$ cat src/hdl/id3v2_tag_frame_parser_unit_defines.svh
// ---------------------------------------------------------------------------
// id3v2 tag frame parser assertion macros
// shared concurrent check templates, clocked on i_clk, off while in reset
// ---------------------------------------------------------------------------
`ifndef ID3V2_TAG_FRAME_PARSER_UNIT_DEFINES_SVH
`define ID3V2_TAG_FRAME_PARSER_UNIT_DEFINES_SVH

// implication check: when ante holds, cons must hold in the same cycle
`define ID3_ASSERT_IMPL(lbl, ante, cons) \
    lbl: assert property (@(posedge i_clk) disable iff (!i_rst_n) (ante) |-> (cons)) \
        else $error("id3 parser check failed");

// next-cycle check: when ante holds, cons must hold in the next cycle
`define ID3_ASSERT_NEXT(lbl, ante, cons) \
    lbl: assert property (@(posedge i_clk) disable iff (!i_rst_n) (ante) |=> (cons)) \
        else $error("id3 parser check failed");

`endif

$ cat src/hdl/id3_pkg.sv
// ---------------------------------------------------------------------------
// id3 parser package
// shared types, codes and the frame id lookup for the tag frame parser
// ---------------------------------------------------------------------------
package id3_pkg;

    // parse phases
    typedef enum logic [2:0] {
        PH_TAG     = 3'd0,
        PH_EXT     = 3'd1,
        PH_SKIP    = 3'd2,
        PH_FRAME   = 3'd3,
        PH_PAYLOAD = 3'd4,
        PH_DONE    = 3'd5
    } t_phase;

    // result kinds
    typedef enum logic [1:0] {
        KIND_TAG_HDR  = 2'd0,
        KIND_EXT_SIZE = 2'd1,
        KIND_PAYLOAD  = 2'd2,
        KIND_END      = 2'd3
    } t_kind;

    // frame categories
    localparam logic [2:0] CAT_ARTIST  = 3'd0;
    localparam logic [2:0] CAT_ALBUM   = 3'd1;
    localparam logic [2:0] CAT_TITLE   = 3'd2;
    localparam logic [2:0] CAT_YEAR    = 3'd3;
    localparam logic [2:0] CAT_GENRE   = 3'd4;
    localparam logic [2:0] CAT_TRACK   = 3'd5;
    localparam logic [2:0] CAT_PRIVATE = 3'd6;

    // frame ids, first character in the top byte
    localparam logic [31:0] ID_TPE1 = 32'h5450_4531;
    localparam logic [31:0] ID_TALB = 32'h5441_4C42;
    localparam logic [31:0] ID_TIT2 = 32'h5449_5432;
    localparam logic [31:0] ID_TYER = 32'h5459_4552;
    localparam logic [31:0] ID_TCON = 32'h5443_4F4E;
    localparam logic [31:0] ID_TRCK = 32'h5452_434B;
    localparam logic [31:0] ID_PRIV = 32'h5052_4956;

    // header field layout
    localparam logic [7:0]  EXT_FLAG      = 8'h40;
    localparam logic [3:0]  HDR_LAST_IDX  = 4'd9;
    localparam logic [3:0]  EXT_LAST_IDX  = 4'd5;
    localparam logic [27:0] EXT_HDR_BYTES = 28'd6;

    // one result as it leaves the parse core
    typedef struct packed {
        logic        valid;
        t_kind       kind;
        logic [2:0]  category;
        logic [7:0]  payload_byte;
        logic [27:0] size_value;
        logic [7:0]  tag_version;
        logic [7:0]  tag_revision;
        logic        last_of_frame;
    } t_result;

    // frame id to {hit, category}
    function automatic logic [3:0] id_category(input logic [31:0] id);
        logic [3:0] r;
        r = 4'b0000;
        case (id)
            ID_TPE1: r = {1'b1, CAT_ARTIST};
            ID_TALB: r = {1'b1, CAT_ALBUM};
            ID_TIT2: r = {1'b1, CAT_TITLE};
            ID_TYER: r = {1'b1, CAT_YEAR};
            ID_TCON: r = {1'b1, CAT_GENRE};
            ID_TRCK: r = {1'b1, CAT_TRACK};
            ID_PRIV: r = {1'b1, CAT_PRIVATE};
            default: r = 4'b0000;
        endcase
        return r;
    endfunction

endpackage

$ cat src/hdl/id3_in_stage.sv
// ---------------------------------------------------------------------------
// id3 input stage
// input register holding one byte transaction until the core takes it
// ---------------------------------------------------------------------------
module id3_in_stage (
    input  logic       i_clk,
    input  logic       i_rst_n,
    input  logic       i_valid,
    output logic       o_stall,
    input  logic [7:0] i_data_byte,
    input  logic       i_restart,
    input  logic       i_take,
    output logic       o_full,
    output logic [7:0] o_byte,
    output logic       o_restart
);
    import id3_pkg::*;

    logic       r_full;
    logic [7:0] r_byte;
    logic       r_restart;

    // hold off only while a byte sits here and the core cannot take it
    assign o_stall = r_full && !i_take;

    // occupancy
    always_ff @(posedge i_clk) begin
        if (!i_rst_n) begin
            r_full <= 1'b0;
        end else if (!o_stall) begin
            r_full <= i_valid;
        end
    end

    // payload capture
    always_ff @(posedge i_clk) begin
        if (i_valid && !o_stall) begin
            r_byte    <= i_data_byte;
            r_restart <= i_restart;
        end
    end

    assign o_full    = r_full;
    assign o_byte    = r_byte;
    assign o_restart = r_restart;

endmodule

$ cat src/hdl/id3_parse_core.sv
// ---------------------------------------------------------------------------
// id3 parse core
// parser state and the single-pass per-byte step logic
// ---------------------------------------------------------------------------
`include "id3v2_tag_frame_parser_unit_defines.svh"

module id3_parse_core (
    input  logic             i_clk,
    input  logic             i_rst_n,
    input  logic             i_step,
    input  logic [7:0]       i_byte,
    input  logic             i_restart,
    output id3_pkg::t_result o_res
);
    import id3_pkg::*;

    t_phase      r_phase, n_phase, e_phase;
    logic [3:0]  r_count, n_count, e_count;
    logic [27:0] r_acc, n_acc, e_acc;
    logic [31:0] r_id, n_id, e_id;
    logic [27:0] r_rem, n_rem, e_rem;
    logic [7:0]  r_ver, n_ver, e_ver;
    logic [7:0]  r_rev, n_rev, e_rev;
    logic [7:0]  r_flags, n_flags, e_flags;
    logic [2:0]  r_cat, n_cat, e_cat;

    logic [27:0] w_acc_first;
    logic [27:0] w_acc_shift;
    logic [27:0] w_rem_dec;
    logic [27:0] w_ext_rem;
    logic [3:0]  w_lookup;

    // restart clears the state seen by this byte
    always_comb begin
        e_phase = i_restart ? PH_TAG : r_phase;
        e_count = i_restart ? 4'd0   : r_count;
        e_acc   = i_restart ? 28'd0  : r_acc;
        e_id    = i_restart ? 32'd0  : r_id;
        e_rem   = i_restart ? 28'd0  : r_rem;
        e_ver   = i_restart ? 8'd0   : r_ver;
        e_rev   = i_restart ? 8'd0   : r_rev;
        e_flags = i_restart ? 8'd0   : r_flags;
        e_cat   = i_restart ? 3'd0   : r_cat;
    end

    // synchsafe assembly, down-counter and frame lookup
    assign w_acc_first = {21'd0, i_byte[6:0]};
    assign w_acc_shift = {e_acc[20:0], i_byte[6:0]};
    assign w_rem_dec   = (e_rem != 28'd0) ? e_rem - 28'd1 : 28'd0;
    assign w_ext_rem   = (e_acc > EXT_HDR_BYTES) ? e_acc - EXT_HDR_BYTES : 28'd0;
    assign w_lookup    = id_category(e_id);

    // next phase
    always_comb begin
        n_phase = e_phase;
        case (e_phase)
            PH_TAG: begin
                if (e_count >= HDR_LAST_IDX) begin
                    n_phase = (e_flags == EXT_FLAG) ? PH_EXT : PH_FRAME;
                end
            end
            PH_EXT: begin
                if (e_count >= EXT_LAST_IDX) begin
                    n_phase = (w_ext_rem != 28'd0) ? PH_SKIP : PH_FRAME;
                end
            end
            PH_SKIP: begin
                if (w_rem_dec == 28'd0) begin
                    n_phase = PH_FRAME;
                end
            end
            PH_FRAME: begin
                if (e_count >= HDR_LAST_IDX) begin
                    if (!w_lookup[3]) begin
                        n_phase = PH_DONE;
                    end else begin
                        n_phase = (e_acc != 28'd0) ? PH_PAYLOAD : PH_FRAME;
                    end
                end
            end
            PH_PAYLOAD: begin
                if (w_rem_dec == 28'd0) begin
                    n_phase = PH_FRAME;
                end
            end
            default: begin
                n_phase = e_phase;
            end
        endcase
    end

    // datapath updates and result
    always_comb begin
        n_count = e_count;
        n_acc   = e_acc;
        n_id    = e_id;
        n_rem   = e_rem;
        n_ver   = e_ver;
        n_rev   = e_rev;
        n_flags = e_flags;
        n_cat   = e_cat;
        o_res   = '0;
        case (e_phase)
            PH_TAG: begin
                if (e_count == 4'd3) n_ver = i_byte;
                else if (e_count == 4'd4) n_rev = i_byte;
                else if (e_count == 4'd5) n_flags = i_byte;
                else if (e_count == 4'd6) n_acc = w_acc_first;
                else if (e_count > 4'd6) n_acc = w_acc_shift;
                if (e_count >= HDR_LAST_IDX) begin
                    n_count            = 4'd0;
                    o_res.valid        = 1'b1;
                    o_res.kind         = KIND_TAG_HDR;
                    o_res.size_value   = n_acc;
                    o_res.tag_version  = n_ver;
                    o_res.tag_revision = n_rev;
                end else begin
                    n_count = e_count + 4'd1;
                end
            end
            PH_EXT: begin
                if (e_count == 4'd0) n_acc = w_acc_first;
                else if (e_count < 4'd4) n_acc = w_acc_shift;
                if (e_count >= EXT_LAST_IDX) begin
                    n_count          = 4'd0;
                    n_rem            = w_ext_rem;
                    o_res.valid      = 1'b1;
                    o_res.kind       = KIND_EXT_SIZE;
                    o_res.size_value = e_acc;
                end else begin
                    n_count = e_count + 4'd1;
                end
            end
            PH_SKIP: begin
                n_rem = w_rem_dec;
            end
            PH_FRAME: begin
                if (e_count < 4'd4) n_id = {e_id[23:0], i_byte};
                else if (e_count == 4'd4) n_acc = w_acc_first;
                else if (e_count < 4'd8) n_acc = w_acc_shift;
                if (e_count >= HDR_LAST_IDX) begin
                    n_count = 4'd0;
                    if (w_lookup[3]) begin
                        n_cat = w_lookup[2:0];
                        n_rem = e_acc;
                    end else begin
                        o_res.valid = 1'b1;
                        o_res.kind  = KIND_END;
                    end
                end else begin
                    n_count = e_count + 4'd1;
                end
            end
            PH_PAYLOAD: begin
                n_rem               = w_rem_dec;
                o_res.valid         = 1'b1;
                o_res.kind          = KIND_PAYLOAD;
                o_res.category      = e_cat;
                o_res.payload_byte  = i_byte;
                o_res.last_of_frame = (w_rem_dec == 28'd0);
            end
            default: begin
                o_res = '0;
            end
        endcase
    end

    // state registers, advanced once per byte taken
    always_ff @(posedge i_clk) begin
        if (!i_rst_n) begin
            r_phase <= PH_TAG;
            r_count <= 4'd0;
            r_acc   <= 28'd0;
            r_id    <= 32'd0;
            r_rem   <= 28'd0;
            r_ver   <= 8'd0;
            r_rev   <= 8'd0;
            r_flags <= 8'd0;
            r_cat   <= 3'd0;
        end else if (i_step) begin
            r_phase <= n_phase;
            r_count <= n_count;
            r_acc   <= n_acc;
            r_id    <= n_id;
            r_rem   <= n_rem;
            r_ver   <= n_ver;
            r_rev   <= n_rev;
            r_flags <= n_flags;
            r_cat   <= n_cat;
        end
    end

    // checks
    `ID3_ASSERT_IMPL(a_done_silent, r_phase == PH_DONE && !i_restart, !o_res.valid)
    `ID3_ASSERT_IMPL(a_count_range, 1'b1, r_count <= HDR_LAST_IDX)
    `ID3_ASSERT_NEXT(a_end_to_done, i_step && o_res.valid && o_res.kind == KIND_END,
                     r_phase == PH_DONE)

endmodule

$ cat src/hdl/id3_out_stage.sv
// ---------------------------------------------------------------------------
// id3 output stage
// result register decoupling the core from the downstream stall
// ---------------------------------------------------------------------------
module id3_out_stage (
    input  logic             i_clk,
    input  logic             i_rst_n,
    input  logic             i_load,
    input  id3_pkg::t_result i_res,
    input  logic             i_stall,
    output logic             o_open,
    output logic             o_valid,
    output logic [1:0]       o_result_kind,
    output logic [2:0]       o_category,
    output logic [7:0]       o_payload_byte,
    output logic [27:0]      o_size_value,
    output logic [7:0]       o_tag_version,
    output logic [7:0]       o_tag_revision,
    output logic             o_last_of_frame
);
    import id3_pkg::*;

    logic    r_valid;
    t_result r_res;

    // room for a new result when empty or being drained now
    assign o_open = !r_valid || !i_stall;

    // occupancy
    always_ff @(posedge i_clk) begin
        if (!i_rst_n) begin
            r_valid <= 1'b0;
        end else if (i_load) begin
            r_valid <= i_res.valid;
        end else if (!i_stall) begin
            r_valid <= 1'b0;
        end
    end

    // result capture
    always_ff @(posedge i_clk) begin
        if (i_load && i_res.valid) begin
            r_res <= i_res;
        end
    end

    assign o_valid         = r_valid;
    assign o_result_kind   = r_res.kind;
    assign o_category      = r_res.category;
    assign o_payload_byte  = r_res.payload_byte;
    assign o_size_value    = r_res.size_value;
    assign o_tag_version   = r_res.tag_version;
    assign o_tag_revision  = r_res.tag_revision;
    assign o_last_of_frame = r_res.last_of_frame;

endmodule

$ cat src/hdl/id3v2_tag_frame_parser_unit.sv
// ---------------------------------------------------------------------------
// id3v2 tag frame parser unit
// byte-wide tag and frame header parser with an input and a result register
// ---------------------------------------------------------------------------
//  channel | direction | handshake           | payload
//  --------+-----------+---------------------+------------------------------------------
//  input   | in        | i_valid / o_stall   | i_data_byte, i_restart
//  result  | out       | o_valid / i_stall   | o_result_kind .. o_last_of_frame
//
//  one byte transaction per cycle sustained while i_stall stays low; a byte's result
//  is registered as the byte steps out of the input register, and leaves when i_stall is low
//  the parse step is a single pass of logic between the two registers
//  reset is synchronous, active low, and empties both registers
//  a downstream stall holds the result register; the input stalls only when
//  a byte is waiting and the result register cannot take its result
// ---------------------------------------------------------------------------
`include "id3v2_tag_frame_parser_unit_defines.svh"

module id3v2_tag_frame_parser_unit (
    input  logic        i_clk,
    input  logic        i_rst_n,
    input  logic        i_valid,
    output logic        o_stall,
    input  logic [7:0]  i_data_byte,
    input  logic        i_restart,
    output logic        o_valid,
    input  logic        i_stall,
    output logic [1:0]  o_result_kind,
    output logic [2:0]  o_category,
    output logic [7:0]  o_payload_byte,
    output logic [27:0] o_size_value,
    output logic [7:0]  o_tag_version,
    output logic [7:0]  o_tag_revision,
    output logic        o_last_of_frame
);
    import id3_pkg::*;

    logic       w_full;
    logic [7:0] w_byte;
    logic       w_restart;
    logic       w_open;
    logic       w_step;
    t_result    w_res;

    // a byte steps through the core when the result register has room
    assign w_step = w_full && w_open;

    // input register
    id3_in_stage u_in (
        .i_clk       (i_clk),
        .i_rst_n     (i_rst_n),
        .i_valid     (i_valid),
        .o_stall     (o_stall),
        .i_data_byte (i_data_byte),
        .i_restart   (i_restart),
        .i_take      (w_step),
        .o_full      (w_full),
        .o_byte      (w_byte),
        .o_restart   (w_restart)
    );

    // parser state and step logic
    id3_parse_core u_core (
        .i_clk     (i_clk),
        .i_rst_n   (i_rst_n),
        .i_step    (w_step),
        .i_byte    (w_byte),
        .i_restart (w_restart),
        .o_res     (w_res)
    );

    // result register
    id3_out_stage u_out (
        .i_clk           (i_clk),
        .i_rst_n         (i_rst_n),
        .i_load          (w_step),
        .i_res           (w_res),
        .i_stall         (i_stall),
        .o_open          (w_open),
        .o_valid         (o_valid),
        .o_result_kind   (o_result_kind),
        .o_category      (o_category),
        .o_payload_byte  (o_payload_byte),
        .o_size_value    (o_size_value),
        .o_tag_version   (o_tag_version),
        .o_tag_revision  (o_tag_revision),
        .o_last_of_frame (o_last_of_frame)
    );

    // checks
    `ID3_ASSERT_IMPL(a_no_stall_when_open, !o_valid, !o_stall)
    `ID3_ASSERT_IMPL(a_payload_fields,
                     o_valid && o_result_kind == KIND_PAYLOAD,
                     o_size_value == 28'd0 && o_tag_version == 8'd0)
    `ID3_ASSERT_IMPL(a_last_only_payload,
                     o_valid && o_result_kind != KIND_PAYLOAD,
                     !o_last_of_frame && o_payload_byte == 8'd0)

endmodule

$ cat config.mk
export PLATFORM = sky130hd
export DESIGN_NAME = id3v2_tag_frame_parser_unit
export DESIGN_NICKNAME = d
export VERILOG_FILES = /design/src/hdl/id3_pkg.sv /design/src/hdl/id3_in_stage.sv /design/src/hdl/id3_parse_core.sv /design/src/hdl/id3_out_stage.sv /design/src/hdl/id3v2_tag_frame_parser_unit.sv
export VERILOG_INCLUDE_DIRS = /design/src /design/src/hdl
export SDC_FILE = /design/constraint.sdc
export NUM_CORES = 1
export LEC_CHECK = 0
export BUFFER_PORTS_ARGS = -buffer_cell sky130_fd_sc_hd__buf_2
export CORE_UTILIZATION = 62
export DETAILED_ROUTE_END_ITERATION = 16
export GPL_ROUTABILITY_DRIVEN = 1
export PLACE_DENSITY = 0.81
export SETUP_SLACK_MARGIN = 0.15
export SYNTH_ARGS = -nofsm -noshare
export SYNTH_HDL_FRONTEND = slang
export SYNTH_SLANG_ARGS = --single-unit
$ cat constraint.sdc
create_clock -name i_clk -period 5.42 [get_ports i_clk]
set_input_delay 0.271 -clock i_clk [delete_from_list [all_inputs] [get_ports i_clk]]
set_output_delay 0.271 -clock i_clk [all_outputs]
set_load 0.01 [all_outputs]
== Word level (Yosys, flattened, before mapping) ==
Index checks and enable logic that the tools add are counted.
Widths: inputs -> output; s select.

* Register bits: 191
* Output and inout port bits: 60

* Add/subtract/negate cells: 3
* Magnitude comparators: 6
* Equal/unequal tests: 17
* Multiplexer cells: 63
* Reductions and logical operators: 18

{| class="wikitable"
|+ Operators by type and width
! kind !! count
|-
| $mux 28 || 18
|-
| $eq 32x31->1 const B || 7
|-
| $pmux 28 s3 || 2
|-
| $mux 32 || 3
|-
| $mux 8 || 12
|-
| $reduce_bool 28->1 || 3
|-
| $pmux 28 s2 || 1
|-
| $mux 3 || 15
|-
| $mux 44 || 1
|-
| $gt 28x3->1 const B || 1
|-
| $logic_not 28->1 || 1
|-
| $pmux 4 s7 || 1
|-
| $sub 28x1->28 const B || 1
|-
| $sub 28x3->28 const B || 1
|-
| $pmux 3 s4 || 2
|-
| $eq 4x3->1 const B || 3
|-
| $mux 4 || 3
|-
| $eq 8x7->1 const B || 1
|-
| $pmux 4 s2 || 1
|-
| $eq 3x2->1 const B || 2
|-
| $add 4x1->4 const B || 1
|-
| $eq 4x2->1 const B || 1
|-
| $ge 4x3->1 const B || 1
|-
| $ge 4x4->1 const B || 1
|-
| other kinds (15) || 24
|}

== Logic depth before layout (Yosys ltp) ==
* Depth in word-level cells: 9
* Mapped depth: 17
* Mapped depth without buffers: 12

== Modules after synthesis ==
Synthesis repeated with hierarchy kept, for this count alone.

* Cells, all modules: 1,446
* Area total of the unflattened synthesis: 11,722.5 um2

{| class="wikitable"
|+ By module, submodules not included
! module !! instances !! cells an instance !! area an instance (um2) !! sequential area each (um2)
|-
| id3_parse_core || 1 || 1,369 || 9,603.0 || 2,442.3
|-
| id3_out_stage || 1 || 63 || 1,795.5 || 1,761.7
|-
| id3_in_stage || 1 || 13 || 317.8 || 290.3
|-
| id3v2_tag_frame_parser_unit || 1 || 1 || 6.3 || 0.0
|}

== Worst setup path before layout ==
No wires, ideal clock.

* Path type: flip-flop to flip-flop
* Start point: reg u_in.r_restart (netlist: u_in.o_restart)
* End point: reg u_out.r_res (netlist bit u_out.o_category[0]), enable pin
* Setup time: 0.422 ns
* Arrival time: 3.383 ns
* Slack: 1.614 ns
* Stages on the path, launching flop included: 12
* Clock period less this slack: 3.806 ns
* Path through: edfxtp_1 buf_2 buf_2 nand2b_1 inv_1 ha_1 nand2b_1 a21oi_1 or3_1 clkbuf_1 o211ai_1 and3_1

* Cells in the longest elaborated chain, start to end: 7
* Elaborated cells between the ends (all ways): 23
* Classes of those cells: order compare (2); eq/ne (10); mux (9); reduce/logical (2)

{| class="wikitable"
|+ Ends and longest elaborated chain
! what !! line !! text
|-
| from (decl) || id3_in_stage.sv:21 || <nowiki>logic r_restart;</nowiki>
|-
| from (signal assigned) || id3_in_stage.sv:39 || <nowiki>r_restart <= i_restart;</nowiki>
|-
| $mux 32 || id3_parse_core.sv:38 || <nowiki>e_id = i_restart ? 32'd0 : r_id;</nowiki>
|-
| $eq 32x31->1 || id3_pkg.sv:65 || <nowiki>case (id)</nowiki>
|-
| $pmux 4 s7 || id3_pkg.sv:65 ||
|-
| $mux 3 || id3_parse_core.sv:143 || <nowiki>if (w_lookup[3]) begin</nowiki>
|-
| $mux 3 || id3_parse_core.sv:141 || <nowiki>if (e_count >= HDR_LAST_IDX) begin</nowiki>
|-
| $pmux 3 s4 (*) || id3_parse_core.sv:103 || <nowiki>case (e_phase)</nowiki>
|-
| $logic_and 1x1->1 (*) || id3_out_stage.sv:42 || <nowiki>if (i_load && i_res.valid) begin</nowiki>
|-
| to (signal assigned) || id3_out_stage.sv:43 || <nowiki>r_res <= i_res;</nowiki>
|-
| to (decl) || id3_out_stage.sv:24 || <nowiki>t_result r_res;</nowiki>
|}

Every way passes the cells marked *; elsewhere a longest branch is shown, timed or not.
A chain may end at the register's enable or synchronous reset.

== Final worst setup path ==
* Start point: reg u_in.r_restart (netlist: u_in.o_restart)
* End point: reg u_core.r_acc[13]

* Cells in the longest elaborated chain, start to end: 8
* Elaborated cells between the ends (all ways): 25
* Classes of those cells: order compare (3); eq/ne (6); mux (14); reduce/logical (2)

{| class="wikitable"
|+ Ends and longest elaborated chain
! what !! line !! text
|-
| $mux 4 || id3_parse_core.sv:36 || <nowiki>e_count = i_restart ? 4'd0 : r_count;</nowiki>
|-
| $gt 4x3->1 || id3_parse_core.sv:109 || <nowiki>else if (e_count > 4'd6) n_acc = w_acc_shift;</nowiki>
|-
| $mux 28 || id3_parse_core.sv:109 ||
|-
| $mux 28 || id3_parse_core.sv:108 || <nowiki>else if (e_count == 4'd6) n_acc = w_acc_first;</nowiki>
|-
| $mux 28 || id3_parse_core.sv:107 || <nowiki>else if (e_count == 4'd5) n_flags = i_byte;</nowiki>
|-
| $mux 28 || id3_parse_core.sv:106 || <nowiki>else if (e_count == 4'd4) n_rev = i_byte;</nowiki>
|-
| $mux 28 || id3_parse_core.sv:105 || <nowiki>if (e_count == 4'd3) n_ver = i_byte;</nowiki>
|-
| $pmux 28 s3 (*) || id3_parse_core.sv:103 ||
|-
| to (signal assigned) || id3_parse_core.sv:183 || <nowiki>r_acc <= n_acc;</nowiki>
|-
| to (decl) || id3_parse_core.sv:19 || <nowiki>logic [27:0] r_acc, n_acc, e_acc;</nowiki>
|}

Marked as above.

==> reports/metrics.yaml <==
die:
  initial_core_util_pct: 64.1
  io_pins: 73
  rows: 50
  die_w_microns: 142
  dieArea_sq_um: 20100
  core_area_sq_um: 19000
  die_h_microns: 142
pwr:
  ir_drop_mv: 0.219
  p_sw_mw: 1.01
  p_clk_share_pct: 38.9
  combPwrFrac_pct: 14.0
  p_per_area_nw_per_um2: 253
  p_int_mw: 2.31
  seqPwrFrac_pct: 47.1
  p_leak_nw: 4.60
  p_sw_share_pct: 30.3
detailed_routing:
  drtAntennaViolNets: 0
  avgRoutedWirePerCell_microns: 21.6
  drt_wl_total_microns: 37500
  highest_layer: "met4"
  wl_met3_microns: 4280
  first_iter_violations: 1626
  via_per_inst: 7.03
  num_vias: 12182
  dr.pass1.iters: 6
  wl_met1_microns: 15100
  dr_wl_met2_microns: 16600
  drc: 0
global_route:
  grt_max_degree: 59
  overflow: 0
  grt_pass1_wl_microns: 58900
  antenna_found_initial: 0
  first_global_vias: 10957
  grtUsageTotal_pct: 37.2
clock_network:
  htreeDepth: 4
  cts_num_sinks: 191
  clock_latency_ns: 0.45
  postCtsSetupRepairBufs: 0
  cts_resized: 0
  clk_pin_slew_worst_paths_ns: 0.08
  cts_buffers: 17
  cts_buffer_depth: 2
  clockRootBuffer: "clkbuf_16"
  tritoncts: "built"
worst_setup_path:
  r2r-start: "u_in.o_restart"
  cp-start-kind: "flop"
  reg2reg_depth: 11
  worstSetupEndpointType: "flop"
  required_ns: 5.81
  arrival_ns: 4.74
  r2r_slack_ns: 1.07
  crit_fanout: 49
  critPathKind: "reg2reg"
  reg2reg_to: "u_core.r_acc[13]"
place:
  dpl.hpwl_microns: 24700
  gp_congestion: 0.994
  place_area_sq_um: 12400
  io_buffers: 72
timing:
  min_period_over_period_pct: 80.3
  rsz0062_at_grt: "false"
  fmax_mhz: 230
  worstMarginPinSlew_ns: 1.29
  finalSetupTns_ns: 0
  relSlewSlack_pct: 13.8
  finalMaxSlewViolations: 0
  hold_viol: 0
  finalSetupViolations: 0
  layout_min_cycle_time_ns: 4.35
  final.setup_skew_ns: 0.0127
logic_synthesis:
  yosys.area_share.simple_pct: 28.4
  syn_inst: 1486
  ys_seq_area_share_pct: 37.0
  yosys_warnings: 0
  ys_async_sr_fraction_pct: 0
  yosys.cell_types.count: 90
  synthXorXnorAreaFrac_pct: 1.30
  synth-adder-area-share_pct: 0.721
  synth_common_cells: "149 x nand2_1, 124 x dfxtp_1, 120 x clkbuf_1"
  synth_most_common_cell: "nand2_1"
  synth_area_leader_cell: "dfxtp_1"
  yosys_register_bits: 191
  synth_ff_type: "dfxtp_1"
  synth.net_count: 1506
  synth.avg_cell_area_sq_um: 8.17
  synth-compound-area-share_pct: 26.7
  syn_area_sq_um: 12100
  synthMuxAreaShare_pct: 0.577
  yosys-top-cells-area: "dfxtp_1 20%, edfxtp_1 17%, nand2_1 4.6%"
  synth_edf_count: 67
  synth_top_area_share_pct: 20.4
  synth_top_family_by_area: "simple AND/OR/NAND/NOR gates"
cells_and_area:
  area_growth_pct: 8.12
  num-fill-cells: 1540
  drive_gt1_share_pct: 11.7
  multiInputGateArea_sq_um: 7020
  regArea_sq_um: 4490
  design_area_sq_um: 13100
  nets: 1479
  diodes: 0
run:
  cap_violations: 0
min_path:
  min_to: "u_in.o_byte[6]"
  hold_path.class: "in2reg"
  whs_path_depth: 1
  hold_start: "i_data_byte[6]"
status:
  status: "finished, final reports clean"
state kept, by name (all words and copies together), names as in the netlist:
name and count:
u_out.o_payload_byte 8, u_in.o_restart 1, u_out.o_category 3, u_core.r_flags 8, u_out.o_size_value 28, u_core.r_ver 8
u_core.r_rev 8, u_core.r_cat 3, u_core.r_phase 3, u_core.r_acc 28, u_out.o_valid 1, u_out.o_result_kind 2
u_core.r_rem 28, u_core.r_id 32, u_out.o_last_of_frame 1, u_in.o_byte 8, u_core.r_count 4, u_out.o_tag_version 8
u_in.o_full 1, u_out.o_tag_revision 8
placed cells by master, fill, tap and decap left out, types with 11 or more instances in the layout:
cell / synthesis / layout
nand2_1: 149 / 149
dfxtp_1: 124 / 124
nor2_1: 113 / 113
a21oi_1: 98 / 98
o21ai_0: 87 / 87
nor2b_1: 85 / 85
buf_2: 19 / 72
edfxtp_1: 67 / 67
a22oi_1: 64 / 64
nand3_1: 46 / 46
nor3_1: 43 / 41
buf_4: 1 / 26
and2_1: 20 / 20
nor4_1: 20 / 20
nand4_1: 20 / 20
and3_1: 21 / 20
a22o_1: 20 / 20
a221oi_1: 19 / 19
nor3b_1: 18 / 18
clkbuf_16: 0 / 18
o22ai_1: 17 / 17
a31oi_1: 15 / 15
a211oi_1: 15 / 15
inv_1: 14 / 13
xnor2_1: 13 / 13
o221ai_1: 12 / 12
or4_1: 11 / 11
nand3b_1: 11 / 11
or3_1: 11 / 11
through the flow:
stage | setup WS, ns | std cells | util (%) | total power [mW] | hold slack, ns
after detailed placement | 1.31 | 1693 | 65.7 | 2.03 | 0.449
after global placement | 1.46 | 1693 | 65.7 | 2.03 | 0.447
after global routing | 0.919 | 1732 | 69.3 | 3.40 | 0.00366
final | 1.07 | 1732 | 69.3 | 3.32 | 0.0117
after floorplan | 1.61 | 1486 | - | 1.91 | 0.370
after CTS | 1.29 | 1732 | 69.3 | 3.30 | 0.00265
worst max-delay path by stage:
| stage | startpoint | endpoint | slack (ns) | cells past startpoint |
|---|---|---|---|---|
| after floorplan | u_in.o_restart | u_out.o_category[0] | 1.61 | 11 |
| after global placement | u_in.o_restart | u_core.r_acc[13] | 1.46 | 11 |
| after detailed placement | u_in.o_restart | u_core.r_acc[13] | 1.31 | 11 |
| after CTS | u_in.o_restart | u_core.r_acc[13] | 1.29 | 11 |
| after global routing | u_in.o_restart | u_core.r_acc[21] | 0.92 | 11 |
| final | u_in.o_restart | u_core.r_acc[13] | 1.07 | 11 |
routing by layer:
| metal | GRT usage [%] | vias up |
|---|---|---|
| met5 | 0 | - |
| met4 | 16.8 | 0 |
| met3 | 7.64 | 139 |
| met2 | 57.7 | 829 |
| met1 | 50.2 | 5702 |
| li1 | - | 5512 |
critical path: stages, from the launching register on:
cell,delay [ns]
edfxtp_1,0.52
buf_4,0.35
nand2b_1,0.27
ha_1,0.40
or2_2,0.34
a31o_2,0.27
a211oi_2,0.51
nor4b_1,0.58
o21bai_1,0.42
o21a_1,0.34
a22oi_1,0.09
nor2b_1,0.16
logic make-up (layout without fill, tap and decap cells):
| family | Yosys count | in the layout |
|---|---|---|
| xor gates and xnor gates | 18 | 18 |
| buffers and inverters | 165 | 151 |
| AOI/OAI and AO/OA | 469 | 469 |
| muxes | 7 | 7 |
| and+or+nand+nor | 629 | 629 |
| adders and majority gates | 7 | 7 |
| DFF | 191 | 191 |
timing repair:
action / 4_1_cts / 5_1_grt
hold buffers: 7 / 0
endpoints found under the hold margin: 7 / 0
endpoints found under the setup margin: 0 / 0
final cells by class:
| type | count | share of cell area (%) |
|---|---|---|
| Multi-Input combinational cell | 1130 | 53.5 |
| Sequential cell | 191 | 34.2 |
| Timing Repair Buffer | 105 | 4.77 |
| Clock buffer | 18 | 3.43 |
| Tap cell | 260 | 2.48 |
| Clock inverter | 14 | 1.21 |
| Inverter | 14 | 0.400 |
power groups by stage:
stage          clock network, mW  registers [mW]  logic [mW]
2_1_floorplan                  0            1.55       0.365
3_3_place_gp                   0            1.59       0.439
3_5_place_dp                   0            1.59       0.442
4_1_cts                     1.29            1.56       0.449
5_1_grt                     1.34            1.57       0.498
6_report                    1.29            1.56       0.464
Power figures use the tool's default switching activity.
